`src/design/assert_macros.svh`:
```
// Assertion macros, included by tracker_pattern_unpacker_core.sv.
// Each use checks a property on the rising edge of clk, ignored while rst_n is low.
`ifndef ASSERT_MACROS_SVH
`define ASSERT_MACROS_SVH

`define TPU_ASSERT(lbl, prop, msg) \
  lbl: assert property (@(posedge clk) disable iff (!rst_n) prop) else $error(msg);

`define TPU_NEVER(lbl, cond, msg) \
  `TPU_ASSERT(lbl, !(cond), msg)

`endif

```
`src/design/tpu_pkg.sv`:
```
package tpu_pkg;

  localparam int NUM_CHANNELS = 32;
  localparam int CH_AW = (NUM_CHANNELS > 1) ? $clog2(NUM_CHANNELS) : 1;

  localparam logic [1:0] KIND_CELL    = 2'd0;
  localparam logic [1:0] KIND_ROW_END = 2'd1;
  localparam logic [1:0] KIND_PAT_END = 2'd2;
  localparam logic [1:0] KIND_BAD_CH  = 2'd3;

  localparam logic [1:0] CFG_XM_VOLUME_MODE  = 2'd0;
  localparam logic [1:0] CFG_EMPTY_NOTE_CODE = 2'd1;

  localparam logic [7:0] MASK_NOTE      = 8'h01;
  localparam logic [7:0] MASK_INST      = 8'h02;
  localparam logic [7:0] MASK_VOL       = 8'h04;
  localparam logic [7:0] MASK_FX        = 8'h08;
  localparam logic [7:0] MASK_REUSE_NOTE = 8'h10;
  localparam logic [7:0] MASK_REUSE_INST = 8'h20;
  localparam logic [7:0] MASK_REUSE_VOL  = 8'h40;
  localparam logic [7:0] MASK_REUSE_FX   = 8'h80;

  typedef struct packed {
    logic [7:0] mask;
    logic [7:0] note;
    logic [7:0] inst;
    logic [7:0] vol;
    logic [7:0] fx;
    logic [7:0] param;
  } entry_t;

  localparam int ENTRY_W = $bits(entry_t);

endpackage

```
`src/design/tpu_ram.sv`:
```
module tpu_ram #(
  parameter int WIDTH = 8,
  parameter int DEPTH = 32
) (
  input  logic                                     clk,
  input  logic                                     we,
  input  logic [((DEPTH > 1) ? $clog2(DEPTH) : 1)-1:0] waddr,
  input  logic [WIDTH-1:0]                         wdata,
  input  logic                                     re,
  input  logic [((DEPTH > 1) ? $clog2(DEPTH) : 1)-1:0] raddr,
  output logic [WIDTH-1:0]                         rdata
);

  logic [WIDTH-1:0] mem [DEPTH];

  always_ff @(posedge clk) begin
    if (we) begin
      mem[waddr] <= wdata;
    end
    if (re) begin
      rdata <= mem[raddr];
    end
  end

endmodule

```
`src/design/tracker_pattern_unpacker_core.sv`:
```
// Packed tracker pattern decoder.
// Input channel: one byte of packed pattern data per transaction on in_stream_byte;
// in_pattern_start marks the row-count byte that opens a pattern. Bytes seen while
// no pattern is open are dropped.
// Output channel: one event per transaction; out_kind tells a decoded cell, a row
// end, the pattern end or an invalid channel number (which also ends the row).
// Configuration: cfg_index selects the empty-volume mode (0) or the empty note
// code (1); cfg_ready is always high. Write only while the block is idle.
// Throughput: one byte per cycle while the output is not stalled. Each byte reads
// the per-channel store in the cycle it is accepted and is decoded in the next
// cycle, or later while the output stalls, when the store is written back; a write
// to the entry being read is forwarded. The byte that completes a result passes the
// input register and is decoded, and out_valid rises with the registered result.
// Reset: the decoder goes idle, the control registers take their defaults and
// every store entry reads as empty; no clearing pass is needed.
// Stall: while out_stall holds a waiting result, one more byte is taken and held,
// then in_stall rises until the result has been delivered.
module tracker_pattern_unpacker_core
  import tpu_pkg::*;
(
  input  logic             clk,
  input  logic             rst_n,
  input  logic             in_valid,
  output logic             in_stall,
  input  logic [7:0]       in_stream_byte,
  input  logic             in_pattern_start,
  output logic             out_valid,
  input  logic             out_stall,
  output logic [1:0]       out_kind,
  output logic [7:0]       out_row,
  output logic [4:0]       out_channel,
  output logic [7:0]       out_note,
  output logic [7:0]       out_instrument,
  output logic [7:0]       out_volume,
  output logic [7:0]       out_effect,
  output logic [7:0]       out_effect_param,
  input  logic             cfg_valid,
  output logic             cfg_ready,
  input  logic [1:0]       cfg_index,
  input  logic [7:0]       cfg_data
);

  typedef enum logic [2:0] {
    PH_IDLE,
    PH_CHAN,
    PH_MASK,
    PH_NOTE,
    PH_INST,
    PH_VOL,
    PH_FX,
    PH_PARAM
  } phase_t;

  function automatic phase_t next_field(input phase_t from, input logic [7:0] m);
    phase_t ph;
    ph = PH_CHAN;
    if (from < PH_NOTE && (m & MASK_NOTE) != 8'h00) begin
      ph = PH_NOTE;
    end else if (from < PH_INST && (m & MASK_INST) != 8'h00) begin
      ph = PH_INST;
    end else if (from < PH_VOL && (m & MASK_VOL) != 8'h00) begin
      ph = PH_VOL;
    end else if (from < PH_FX && (m & MASK_FX) != 8'h00) begin
      ph = PH_FX;
    end
    return ph;
  endfunction

  logic xm_r, xm_nxt;
  logic [7:0] empty_note_r, empty_note_nxt;
  logic [7:0] clr_note_r, clr_note_nxt;
  logic [7:0] clr_vol_r, clr_vol_nxt;

  logic s1_vld_r, s1_vld_nxt;
  logic [7:0] s1_byte_r, s1_byte_nxt;
  logic s1_start_r, s1_start_nxt;
  logic rd_ok_r, rd_ok_nxt;
  logic fwd_hit_r, fwd_hit_nxt;
  entry_t fwd_data_r, fwd_data_nxt;

  phase_t phase_r, phase_nxt;
  logic [8:0] rows_total_r, rows_total_nxt;
  logic [7:0] row_r, row_nxt;
  logic [CH_AW-1:0] cur_ch_r, cur_ch_nxt;
  logic [7:0] mask_r, mask_nxt;
  logic [7:0] cell_note_r, cell_note_nxt;
  logic [7:0] cell_inst_r, cell_inst_nxt;
  logic [7:0] cell_vol_r, cell_vol_nxt;
  logic [7:0] cell_fx_r, cell_fx_nxt;
  entry_t entry_r, entry_nxt;
  logic [NUM_CHANNELS-1:0] valid_r, valid_nxt;

  logic out_valid_r, out_valid_nxt;
  logic [1:0] out_kind_r, out_kind_nxt;
  logic [7:0] out_row_r, out_row_nxt;
  logic [4:0] out_channel_r, out_channel_nxt;
  logic [7:0] out_note_r, out_note_nxt;
  logic [7:0] out_inst_r, out_inst_nxt;
  logic [7:0] out_vol_r, out_vol_nxt;
  logic [7:0] out_fx_r, out_fx_nxt;
  logic [7:0] out_param_r, out_param_nxt;

  logic in_acc, b_fire, clr_now;
  logic ram_we;
  logic [CH_AW-1:0] ram_raddr;
  logic [ENTRY_W-1:0] ram_rdata;
  entry_t e_rd, e_clr, bc_ent;
  logic [7:0] bc_mask, blank_vol;
  phase_t bc_phase;
  logic [6:0] ch_m1;
  logic [8:0] row_inc;
  logic last_row;
  logic res_vld;
  logic [1:0] res_kind;
  logic [4:0] res_channel;
  logic [7:0] res_note, res_inst, res_vol, res_fx, res_param;

  assign cfg_ready = 1'b1;
  assign b_fire = s1_vld_r && (!out_valid_r || !out_stall);
  assign in_stall = s1_vld_r && out_valid_r && out_stall;
  assign in_acc = in_valid && !in_stall;
  assign clr_now = b_fire && s1_start_r;
  assign ram_raddr = CH_AW'(in_stream_byte[6:0] - 7'd1);

  tpu_ram #(
    .WIDTH(ENTRY_W),
    .DEPTH(NUM_CHANNELS)
  ) u_store (
    .clk  (clk),
    .we   (ram_we),
    .waddr(cur_ch_r),
    .wdata(entry_nxt),
    .re   (in_acc),
    .raddr(ram_raddr),
    .rdata(ram_rdata)
  );

  always_comb begin
    e_clr = '0;
    e_clr.note = clr_note_r;
    e_clr.vol = clr_vol_r;
    if (fwd_hit_r) begin
      e_rd = fwd_data_r;
    end else if (rd_ok_r) begin
      e_rd = entry_t'(ram_rdata);
    end else begin
      e_rd = e_clr;
    end
    blank_vol = xm_r ? 8'h00 : 8'hFF;
    ch_m1 = s1_byte_r[6:0] - 7'd1;
    row_inc = {1'b0, row_r} + 9'd1;
    last_row = row_inc >= rows_total_r;
    if (phase_r == PH_MASK) begin
      bc_mask = s1_byte_r;
      bc_ent = entry_r;
    end else begin
      bc_mask = e_rd.mask;
      bc_ent = e_rd;
    end
    bc_phase = next_field(PH_MASK, bc_mask);
  end

  always_comb begin
    xm_nxt = xm_r;
    empty_note_nxt = empty_note_r;
    if (cfg_valid && cfg_ready) begin
      case (cfg_index)
        CFG_XM_VOLUME_MODE: xm_nxt = cfg_data[0];
        CFG_EMPTY_NOTE_CODE: empty_note_nxt = cfg_data;
        default: ;
      endcase
    end

    s1_vld_nxt = in_acc ? 1'b1 : (b_fire ? 1'b0 : s1_vld_r);
    s1_byte_nxt = in_acc ? in_stream_byte : s1_byte_r;
    s1_start_nxt = in_acc ? in_pattern_start : s1_start_r;

    phase_nxt = phase_r;
    rows_total_nxt = rows_total_r;
    row_nxt = row_r;
    cur_ch_nxt = cur_ch_r;
    mask_nxt = mask_r;
    cell_note_nxt = cell_note_r;
    cell_inst_nxt = cell_inst_r;
    cell_vol_nxt = cell_vol_r;
    cell_fx_nxt = cell_fx_r;
    entry_nxt = entry_r;
    valid_nxt = valid_r;
    clr_note_nxt = clr_note_r;
    clr_vol_nxt = clr_vol_r;
    ram_we = 1'b0;
    res_vld = 1'b0;
    res_kind = KIND_CELL;
    res_channel = 5'(cur_ch_r);
    res_note = cell_note_r;
    res_inst = cell_inst_r;
    res_vol = cell_vol_r;
    res_fx = cell_fx_r;
    res_param = '0;

    if (clr_now) begin
      rows_total_nxt = {1'b0, s1_byte_r} + 9'd1;
      row_nxt = '0;
      cur_ch_nxt = '0;
      mask_nxt = '0;
      cell_note_nxt = '0;
      cell_inst_nxt = '0;
      cell_vol_nxt = '0;
      cell_fx_nxt = '0;
      valid_nxt = '0;
      clr_note_nxt = empty_note_r;
      clr_vol_nxt = blank_vol;
      phase_nxt = PH_CHAN;
    end else if (b_fire) begin
      case (phase_r)
        PH_CHAN: begin
          if (s1_byte_r[6:0] == 7'd0 || ch_m1 >= 7'(NUM_CHANNELS)) begin
            res_vld = 1'b1;
            res_channel = '0;
            res_note = '0;
            res_inst = '0;
            res_vol = '0;
            res_fx = '0;
            if (s1_byte_r[6:0] != 7'd0) begin
              res_kind = KIND_BAD_CH;
            end else if (last_row) begin
              res_kind = KIND_PAT_END;
            end else begin
              res_kind = KIND_ROW_END;
            end
            if (last_row) begin
              phase_nxt = PH_IDLE;
            end else begin
              row_nxt = row_inc[7:0];
              phase_nxt = PH_CHAN;
            end
          end else begin
            cur_ch_nxt = CH_AW'(ch_m1);
            entry_nxt = e_rd;
            if (s1_byte_r[7]) begin
              phase_nxt = PH_MASK;
            end else begin
              mask_nxt = bc_mask;
              phase_nxt = bc_phase;
            end
          end
        end
        PH_MASK: begin
          mask_nxt = s1_byte_r;
          entry_nxt.mask = s1_byte_r;
          ram_we = 1'b1;
          phase_nxt = bc_phase;
        end
        PH_NOTE: begin
          cell_note_nxt = s1_byte_r;
          entry_nxt.note = s1_byte_r;
          ram_we = 1'b1;
          phase_nxt = next_field(PH_NOTE, mask_r);
        end
        PH_INST: begin
          cell_inst_nxt = s1_byte_r;
          entry_nxt.inst = s1_byte_r;
          ram_we = 1'b1;
          phase_nxt = next_field(PH_INST, mask_r);
        end
        PH_VOL: begin
          cell_vol_nxt = s1_byte_r;
          entry_nxt.vol = s1_byte_r;
          ram_we = 1'b1;
          phase_nxt = next_field(PH_VOL, mask_r);
        end
        PH_FX: begin
          cell_fx_nxt = s1_byte_r;
          entry_nxt.fx = s1_byte_r;
          ram_we = 1'b1;
          phase_nxt = PH_PARAM;
        end
        PH_PARAM: begin
          entry_nxt.param = s1_byte_r;
          ram_we = 1'b1;
          res_vld = 1'b1;
          res_param = s1_byte_r;
          phase_nxt = PH_CHAN;
        end
        default: ;
      endcase

      if ((phase_r == PH_CHAN && !s1_byte_r[7] && s1_byte_r[6:0] != 7'd0 &&
           ch_m1 < 7'(NUM_CHANNELS)) || phase_r == PH_MASK) begin
        cell_note_nxt = ((bc_mask & MASK_REUSE_NOTE) != 8'h00) ? bc_ent.note : empty_note_r;
        cell_inst_nxt = ((bc_mask & MASK_REUSE_INST) != 8'h00) ? bc_ent.inst : 8'h00;
        cell_vol_nxt = ((bc_mask & MASK_REUSE_VOL) != 8'h00) ? bc_ent.vol : blank_vol;
        cell_fx_nxt = ((bc_mask & MASK_REUSE_FX) != 8'h00) ? bc_ent.fx : 8'h00;
        if (bc_phase == PH_CHAN) begin
          res_vld = 1'b1;
          res_channel = 5'(cur_ch_nxt);
          res_param = ((bc_mask & MASK_REUSE_FX) != 8'h00) ? bc_ent.param : 8'h00;
        end
      end else if ((phase_r == PH_NOTE || phase_r == PH_INST || phase_r == PH_VOL) &&
                   phase_nxt == PH_CHAN) begin
        res_vld = 1'b1;
        res_param = ((mask_r & MASK_REUSE_FX) != 8'h00) ? entry_r.param : 8'h00;
      end
      res_note = cell_note_nxt;
      res_inst = cell_inst_nxt;
      res_vol = cell_vol_nxt;
      res_fx = cell_fx_nxt;
      if (res_kind != KIND_CELL) begin
        res_note = '0;
        res_inst = '0;
        res_vol = '0;
        res_fx = '0;
        res_param = '0;
      end
      if (ram_we) begin
        valid_nxt[cur_ch_r] = 1'b1;
      end
    end

    rd_ok_nxt = rd_ok_r;
    fwd_hit_nxt = fwd_hit_r;
    fwd_data_nxt = fwd_data_r;
    if (in_acc) begin
      rd_ok_nxt = !clr_now && valid_r[ram_raddr];
      fwd_hit_nxt = ram_we && (cur_ch_r == ram_raddr);
      fwd_data_nxt = entry_nxt;
    end

    out_valid_nxt = out_valid_r;
    out_kind_nxt = out_kind_r;
    out_row_nxt = out_row_r;
    out_channel_nxt = out_channel_r;
    out_note_nxt = out_note_r;
    out_inst_nxt = out_inst_r;
    out_vol_nxt = out_vol_r;
    out_fx_nxt = out_fx_r;
    out_param_nxt = out_param_r;
    if (b_fire && res_vld) begin
      out_valid_nxt = 1'b1;
      out_kind_nxt = res_kind;
      out_row_nxt = row_r;
      out_channel_nxt = res_channel;
      out_note_nxt = res_note;
      out_inst_nxt = res_inst;
      out_vol_nxt = res_vol;
      out_fx_nxt = res_fx;
      out_param_nxt = res_param;
    end else if (!out_stall) begin
      out_valid_nxt = 1'b0;
    end
  end

  always_ff @(posedge clk) begin
    if (!rst_n) begin
      xm_r <= 1'b0;
      empty_note_r <= 8'hFF;
      clr_note_r <= 8'hFF;
      clr_vol_r <= 8'hFF;
      s1_vld_r <= 1'b0;
      rd_ok_r <= 1'b0;
      fwd_hit_r <= 1'b0;
      phase_r <= PH_IDLE;
      rows_total_r <= '0;
      row_r <= '0;
      cur_ch_r <= '0;
      mask_r <= '0;
      cell_note_r <= '0;
      cell_inst_r <= '0;
      cell_vol_r <= '0;
      cell_fx_r <= '0;
      valid_r <= '0;
      out_valid_r <= 1'b0;
    end else begin
      xm_r <= xm_nxt;
      empty_note_r <= empty_note_nxt;
      clr_note_r <= clr_note_nxt;
      clr_vol_r <= clr_vol_nxt;
      s1_vld_r <= s1_vld_nxt;
      rd_ok_r <= rd_ok_nxt;
      fwd_hit_r <= fwd_hit_nxt;
      phase_r <= phase_nxt;
      rows_total_r <= rows_total_nxt;
      row_r <= row_nxt;
      cur_ch_r <= cur_ch_nxt;
      mask_r <= mask_nxt;
      cell_note_r <= cell_note_nxt;
      cell_inst_r <= cell_inst_nxt;
      cell_vol_r <= cell_vol_nxt;
      cell_fx_r <= cell_fx_nxt;
      valid_r <= valid_nxt;
      out_valid_r <= out_valid_nxt;
    end
    s1_byte_r <= s1_byte_nxt;
    s1_start_r <= s1_start_nxt;
    fwd_data_r <= fwd_data_nxt;
    entry_r <= entry_nxt;
    out_kind_r <= out_kind_nxt;
    out_row_r <= out_row_nxt;
    out_channel_r <= out_channel_nxt;
    out_note_r <= out_note_nxt;
    out_inst_r <= out_inst_nxt;
    out_vol_r <= out_vol_nxt;
    out_fx_r <= out_fx_nxt;
    out_param_r <= out_param_nxt;
  end

  assign out_valid = out_valid_r;
  assign out_kind = out_kind_r;
  assign out_row = out_row_r;
  assign out_channel = out_channel_r;
  assign out_note = out_note_r;
  assign out_instrument = out_inst_r;
  assign out_volume = out_vol_r;
  assign out_effect = out_fx_r;
  assign out_effect_param = out_param_r;

`include "assert_macros.svh"

  `TPU_ASSERT(a_start_clears, clr_now |=> phase_r == PH_CHAN && valid_r == '0 && row_r == '0, "pattern start did not reset the decoder")
  `TPU_NEVER(a_write_phase, ram_we && (phase_r == PH_IDLE || phase_r == PH_CHAN), "store written outside a field byte")
  `TPU_ASSERT(a_idle_holds, b_fire && !s1_start_r && phase_r == PH_IDLE |=> phase_r == PH_IDLE, "idle decoder left idle without a pattern start")
  `TPU_NEVER(a_no_overrun, in_acc && s1_vld_r && !b_fire, "held byte overwritten before it was decoded")

endmodule

```
`config.mk`:
```
export PLATFORM = sky130hd
export DESIGN_NAME = tracker_pattern_unpacker_core
export DESIGN_NICKNAME = d
export VERILOG_FILES = /design/src/design/tpu_pkg.sv /design/src/design/tpu_ram.sv /design/src/design/tracker_pattern_unpacker_core.sv
export VERILOG_INCLUDE_DIRS = /design/src /design/src/design
export SDC_FILE = /design/constraint.sdc
export NUM_CORES = 2
export LEC_CHECK = 0
export BUFFER_PORTS_ARGS = -buffer_cell sky130_fd_sc_hd__buf_4
export CORE_UTILIZATION = 55
export CTS_CLUSTER_DIAMETER = 120
export DETAILED_ROUTE_END_ITERATION = 10
export GPL_ROUTABILITY_DRIVEN = 1
export PLACE_DENSITY = 0.71
export SYNTH_ARGS = -nofsm -noshare
export SYNTH_HDL_FRONTEND = slang
export SYNTH_SLANG_ARGS = --single-unit
export TNS_END_PERCENT = 20
```
`constraint.sdc`:
```
create_clock -name clk -period 12.6 [get_ports clk]
set_input_delay 1.89 -clock clk [delete_from_list [all_inputs] [get_ports clk]]
set_output_delay 1.89 -clock clk [all_outputs]
set_load 0.005 [all_outputs]
```
### After elaboration in Yosys (flattened, before gate mapping)

Memory sizes are Yosys's and may differ from the RTL's. A register that Yosys moved wholly into a read port is not among the register bits.
Cells that the tools add are included.

* RAM bits: 1536
* ROM bits: 0
* latch bits: 0
* memories: 1
* bits in registers: 286
* output and inout port bits: 58

* equal/unequal tests: 14
* bitwise logic cells: 4
* mux-type cells: 98
* shift-type cells: 0
* reduce and logical (&&, ||, !) cells: 39
* magnitude comparators: 6
* add/sub/neg operators: 4
* $mul: 0
* divide/modulo/power cells: 0

Memories
* u_store.mem: depth 32, width 48, rd ports 1, clocked after memory_dff 1, write ports 1, line tpu_ram.sv:14 `logic [WIDTH-1:0] mem [DEPTH];`

Operators by type and width (count)
* two-way mux 8 bit: 34
* two-way mux 48 bit: 5
* one-hot mux 8 bit (2 select lines): 7
* two-way mux 40 bit: 1
* two-way mux 5 bit: 8
* two-way mux 3 bit: 11
* OR 32 bit: 1
* two-way mux 1 bit: 22
* one-hot mux 3 bit (7 select lines): 1
* adder 8 x 1 -> 9 bit (second input constant): 2
* logical AND 1 bit: 13
* == test 3 bit (second input constant): 4
* less-than comparator 5 x 6 -> 1 bit (second input constant): 2
* two-way mux 2 bit: 6
* == test 3 x 1 -> 1 bit (second input constant): 3
* >= comparator 9 bit: 1
* AND reduction 4 bit: 2
* nonzero test 2 bit: 4
* >= comparator 7 x 6 -> 1 bit (second input constant): 1
* logical NOT 7 bit: 1
* less-than comparator 7 x 6 -> 1 bit (second input constant): 1
* nonzero test 7 bit: 1
* subtractor 7 x 1 -> 7 bit (second input constant): 1
* == test 3 x 2 -> 1 bit (second input constant): 2
* 17 further kinds: 31

### Logic depth before layout (Yosys ltp)

* depth after elaboration: 20
* gate-level depth with buffers: 13

### Cells and area by module

A second synthesis with hierarchy kept.

* cells, all modules: 4708
* area total of the unflattened synthesis: 74375.1 um^2

By module, submodules not included
* tpu_ram: sequential area each 47565.6 um^2, area each 61205.0 um^2, cells each 3364, times used 1
* tracker_pattern_unpacker_core: sequential area each 6626.4 um^2, area each 13170.1 um^2, cells each 1344, times used 1

### Worst setup path before layout

Ideal clock, no wire load.

* path kind: input-to-reg
* from: input port out_stall
* to: memory u_store.mem[28][10] (netlist name), enable pin
* library setup time: 0.454 ns
* cell stages on the path: 6
* arrival: 5.333 ns
* slack: 6.813 ns
* cell sequence: a21bo_2 > clkbuf_1 > nor4_1 > nand2b_1 > clkbuf_1 > nor2_1

* word-level cells in the longest chain between the ends: 7

Ends and longest elaborated chain
* from (decl): line tracker_pattern_unpacker_core.sv:28 `input logic out_stall,`
* logical NOT 1 bit *
* logical OR 1 bit *: line tracker_pattern_unpacker_core.sv:119 `assign b_fire = s1_vld_r && (!out_valid_r || !out_stall);`
* logical AND 1 bit *: line tracker_pattern_unpacker_core.sv:119
* two-way mux 1 bit / logical AND 1 bit (equally long branches): line tracker_pattern_unpacker_core.sv:214, tracker_pattern_unpacker_core.sv:122
* two-way mux 1 bit *: line tracker_pattern_unpacker_core.sv:201 `if (clr_now) begin`
* two-way mux 1 bit *: line tpu_ram.sv:17 `if (we) begin`
* two-way mux 1 bit (implied by the code) *: line tpu_ram.sv:18 `mem[waddr] <= wdata;`
* to (decl): line tpu_ram.sv:14

Mark *: on every way between the ends. The rest lies on a longest branch, timed or not.

### Worst setup path after layout

* from: input port in_stream_byte[0]
* to: register rd_ok_r

* word-level cells in the longest chain between the ends: 4

Ends and longest elaborated chain
* from (decl): line tracker_pattern_unpacker_core.sv:25 `input logic [7:0] in_stream_byte,`
* subtractor 5 x 1 -> 5 bit: line tracker_pattern_unpacker_core.sv:123 `assign ram_raddr = CH_AW'(in_stream_byte[6:0] - 7'd1);`
* binary-select mux 1 bit (select 5 bit): line tracker_pattern_unpacker_core.sv:324 `rd_ok_nxt = !clr_now && valid_r[ram_raddr];`
* two-way mux 1 bit (implied by the code): line tracker_pattern_unpacker_core.sv:324
* logical AND 1 bit: line tracker_pattern_unpacker_core.sv:324
* to (signal assigned): line tracker_pattern_unpacker_core.sv:379 `rd_ok_r <= rd_ok_nxt;`
* to (decl): line tracker_pattern_unpacker_core.sv:77 `logic rd_ok_r, rd_ok_nxt;`

No other way between the ends. The select of a mux whose other input is x is not followed.
A chain may end at the register's enable or synchronous reset.

==> summary.md <==
| Metric | Value |
|---|---|
| Status | `finished, final reports clean` |
| Initial antenna violation count | `1` |
| Die W | `365 um` |
| # fillers | `8,800` |
| Most common flop cell mapped by yosys | `edfxtp_1` |
| Seq/Total Area, Yosys | `0.748` |
| Worst Setup Slack, final | `7370 ps` |
| CTS Buffer Depth | `3` |
| Startpoint types | `input port` |
| Worst EP required | `13,290 ps` |
| First-pass GRT wire length | `260,000 um` |
| Synth Cell Area | `72,500 um2` |
| Crit-path slowest cell | `ha_4` |
| Full die area | `133,000 um2` |
| CTS tree | `built` |
| Logic gate share of total power | `0.050` |
| Synthesized instance count | `3,621` |
| Post-synth top area cell | `edfxtp_1` |
| H-tree levels | `4` |
| Final nets | `3,793` |
| Final Cell Area | `81,100 um2` |
| Routed via count | `37,800` |
| VDD IR max | `99.1 uV` |
| Synth warn | `0` |
| Root Buffer Master | `clkbuf_16` |
| 1st-pass router iterations | `8` |
| Fin cells | `5,651` |
| Pin count of the biggest net entering global routing | `145` |
| RSZ-0062 raised after global routing | `no` |
| Max Cap Violations | `0` |
| Syn_area_per_cell | `20.0 um2` |
| Net Sw Frac | `0.210` |
| Internal | `9.97 mW` |
| Top-area cell type share of the netlist area | `0.703` |
| Crit path kind | `input port to register` |
| CP Max Fanout | `61` |
| Port Buf Inserts | `80` |
| Fmax | `191 MHz` |
| Dpl cells | `5,315` |
| Cell area power density | `155 nW/um2` |
| Commonest non-fill, non-tap cell in the layout | `edfxtp_1` |
| Final critical-path required period | `5230 ps` |
| Synthesized Nets | `3,658` |
| Max_slew headroom | `0.141` |
| Via-to-Cell Ratio | `6.69` |
| Share of cells above drive strength 1 | `0.264` |
| Final cycle utilization of the critical path | `0.415` |
| CTS Hold Bufs | `0` |
| P_leak | `23.9 nW` |
| Worst hold margin | `467 ps` |
| Hold Vio Cnt, Final | `0` |
| Clock Power Share | `0.413` |
| Cell Chain, Critical Path | `buf_8 -> inv_1 -> ha_4 -> buf_4 -> mux4_2 -> mux4_2 -> o21ai_0 -> o21ai_0` |
| Die height | `365 um` |
| Slowest stage delay, CP | `950 ps` |
| TNS Setup | `0 ps` |
| Total power draw | `12.6 mW` |
| Clk slew on worst S/H paths | `60 ps` |
| Critical path endpoint category | `register` |
| Placeable core area | `130,000 um2` |
| Worst-Margin Slew | `1290 ps` |
| P&R area growth vs syn | `12.0%` |
| Net switching power | `2.65 mW` |
| Final Util | `0.623` |
| Post-CTS resize count | `0` |
| Clock skew | `31.4 ps` |
| Most frequent cells in the layout | `edfxtp_1 (1,696), mux4_2 (489), nand2_1 (204), clkbuf_16 (186), buf_4 (166)` |
| Pre-CTS WS | `6510 ps` |
| Avg WL per Cell | `32.4 um` |
| GRT overflow | `0` |
| Worst Hold Class | `register to register` |
| Post-CTS Setup Bufs | `0` |
| Worst-Skew Late Latency | `820 ps` |
| Synth area leaders | `edfxtp_1 (70%), mux4_2 (15%), dfxtp_1 (4.5%)` |
| Gr usage total | `0.278` |
| Reg power frac | `0.537` |
| Max-slew violation count | `0` |
| Yosys cell types | `69` |
| DR DRC count | `0` |
| Detailed placement HPWL | `94,600 um` |
| Cell area after placement | `75,400 um2` |
| Post-synth ARST share | `0` |
| Placer Congestion | `0.865` |
| Placement Rows | `132` |
| Critical Path AT | `5920 ps` |
| Routed WL | `183,000 um` |
| Iteration-0 DRC Markers | `5,011` |
| Setup violators final | `0` |
| Post-synth EDFFs | `1,696` |
| Antenna-violating nets left | `0` |
| Initial Util | `0.557` |
| CTS Buf Count | `181` |
| I/O pin count | `82` |
| CTS sink count | `1,859` |
| FF+latch count, synth | `1,859` |
| Vias in the first global route | `36,600` |
[layout make-up]
cell class	instances	area, um2	area share
clock buffer	245	4960	0.0611
inverter	29	114	0.00140
tap	1742	2180	0.0269
timing repair buffer	170	1320	0.0163
antenna	2	5.00	0.0000617
sequential	1859	54200	0.668
multi-input combinational	1515	17600	0.217
clock inverter	89	724	0.00893
[final timing paths]
kind	from	endpoint	slack (ps)	cells past startpoint
worst min-delay path	valid_r[1]	valid_r[1]	470	2
worst min register to register	valid_r[1]	valid_r[1]	470	2
worst max register to register	s1_byte_r[1]	u_store.mem[15][14]	7670	10
worst max-delay path	in_stream_byte[0]	rd_ok_r	7370	8
[power by group through the flow]
stage,sequential (mW),clock (mW),combinational (mW)
after floorplan,6.89,0,0.450
after global placement,6.90,0,0.620
after detailed placement,6.90,0,0.627
after CTS,6.77,5.26,0.630
after global routing,6.77,5.50,0.666
final,6.77,5.21,0.630
[registers in the layout, indices dropped and copies added (netlist names), 9 cells and up]
signal,flops
valid_r,32
entry_r,48
u_store.rdata,48
u_store.mem,1536
rows_total_r,9
fwd_data_r,48
[cells in the mapped netlist, drive strengths merged (9+ instances only)]
cell,n
buf,63
a22oi,30
a31oi,26
nand2,204
o22ai,9
a311oi,9
and3,13
nor3,17
xor2,9
nor2,110
edfxtp,1696
a32o,16
and2,13
mux2i,15
clkbuf,155
a21oi,69
nand3,76
xnor2,15
mux4,489
a221o,17
o21ai,127
o21a,12
o211ai,11
mux2,56
inv,29
ha,13
or3,17
a22o,52
dfxtp,163
[cell families after synthesis]
| logic type | after synthesis | synth area share |
|---|---|---|
| compound gates | 421 | 0.0395 |
| xor+xnor | 24 | 0.00290 |
| fa+ha+maj | 13 | 0.00224 |
| buf+inv | 247 | 0.0137 |
| flops | 1859 | 0.748 |
| mux | 560 | 0.163 |
| other cells | 1 | 0.0000517 |
| simple gates | 496 | 0.0312 |
[worst max-delay path: cells and delay by family]
family,cells,cell delay [ps]
buffers and inverters,3,1470
AO/OA/AOI/OAI,2,350
multiplexers,2,1050
adder cells (fa/ha/maj),1,950
[routing by layer]
layer,up-vias,track usage,share of wire
li1,15300,-,-
met1,19900,0.397,0.39
met2,2242,0.433,0.47
met3,362,0.0573,0.10
met4,0,0.0921,0.032
met5,-,0,0
(Power assumes the default switching activity.)
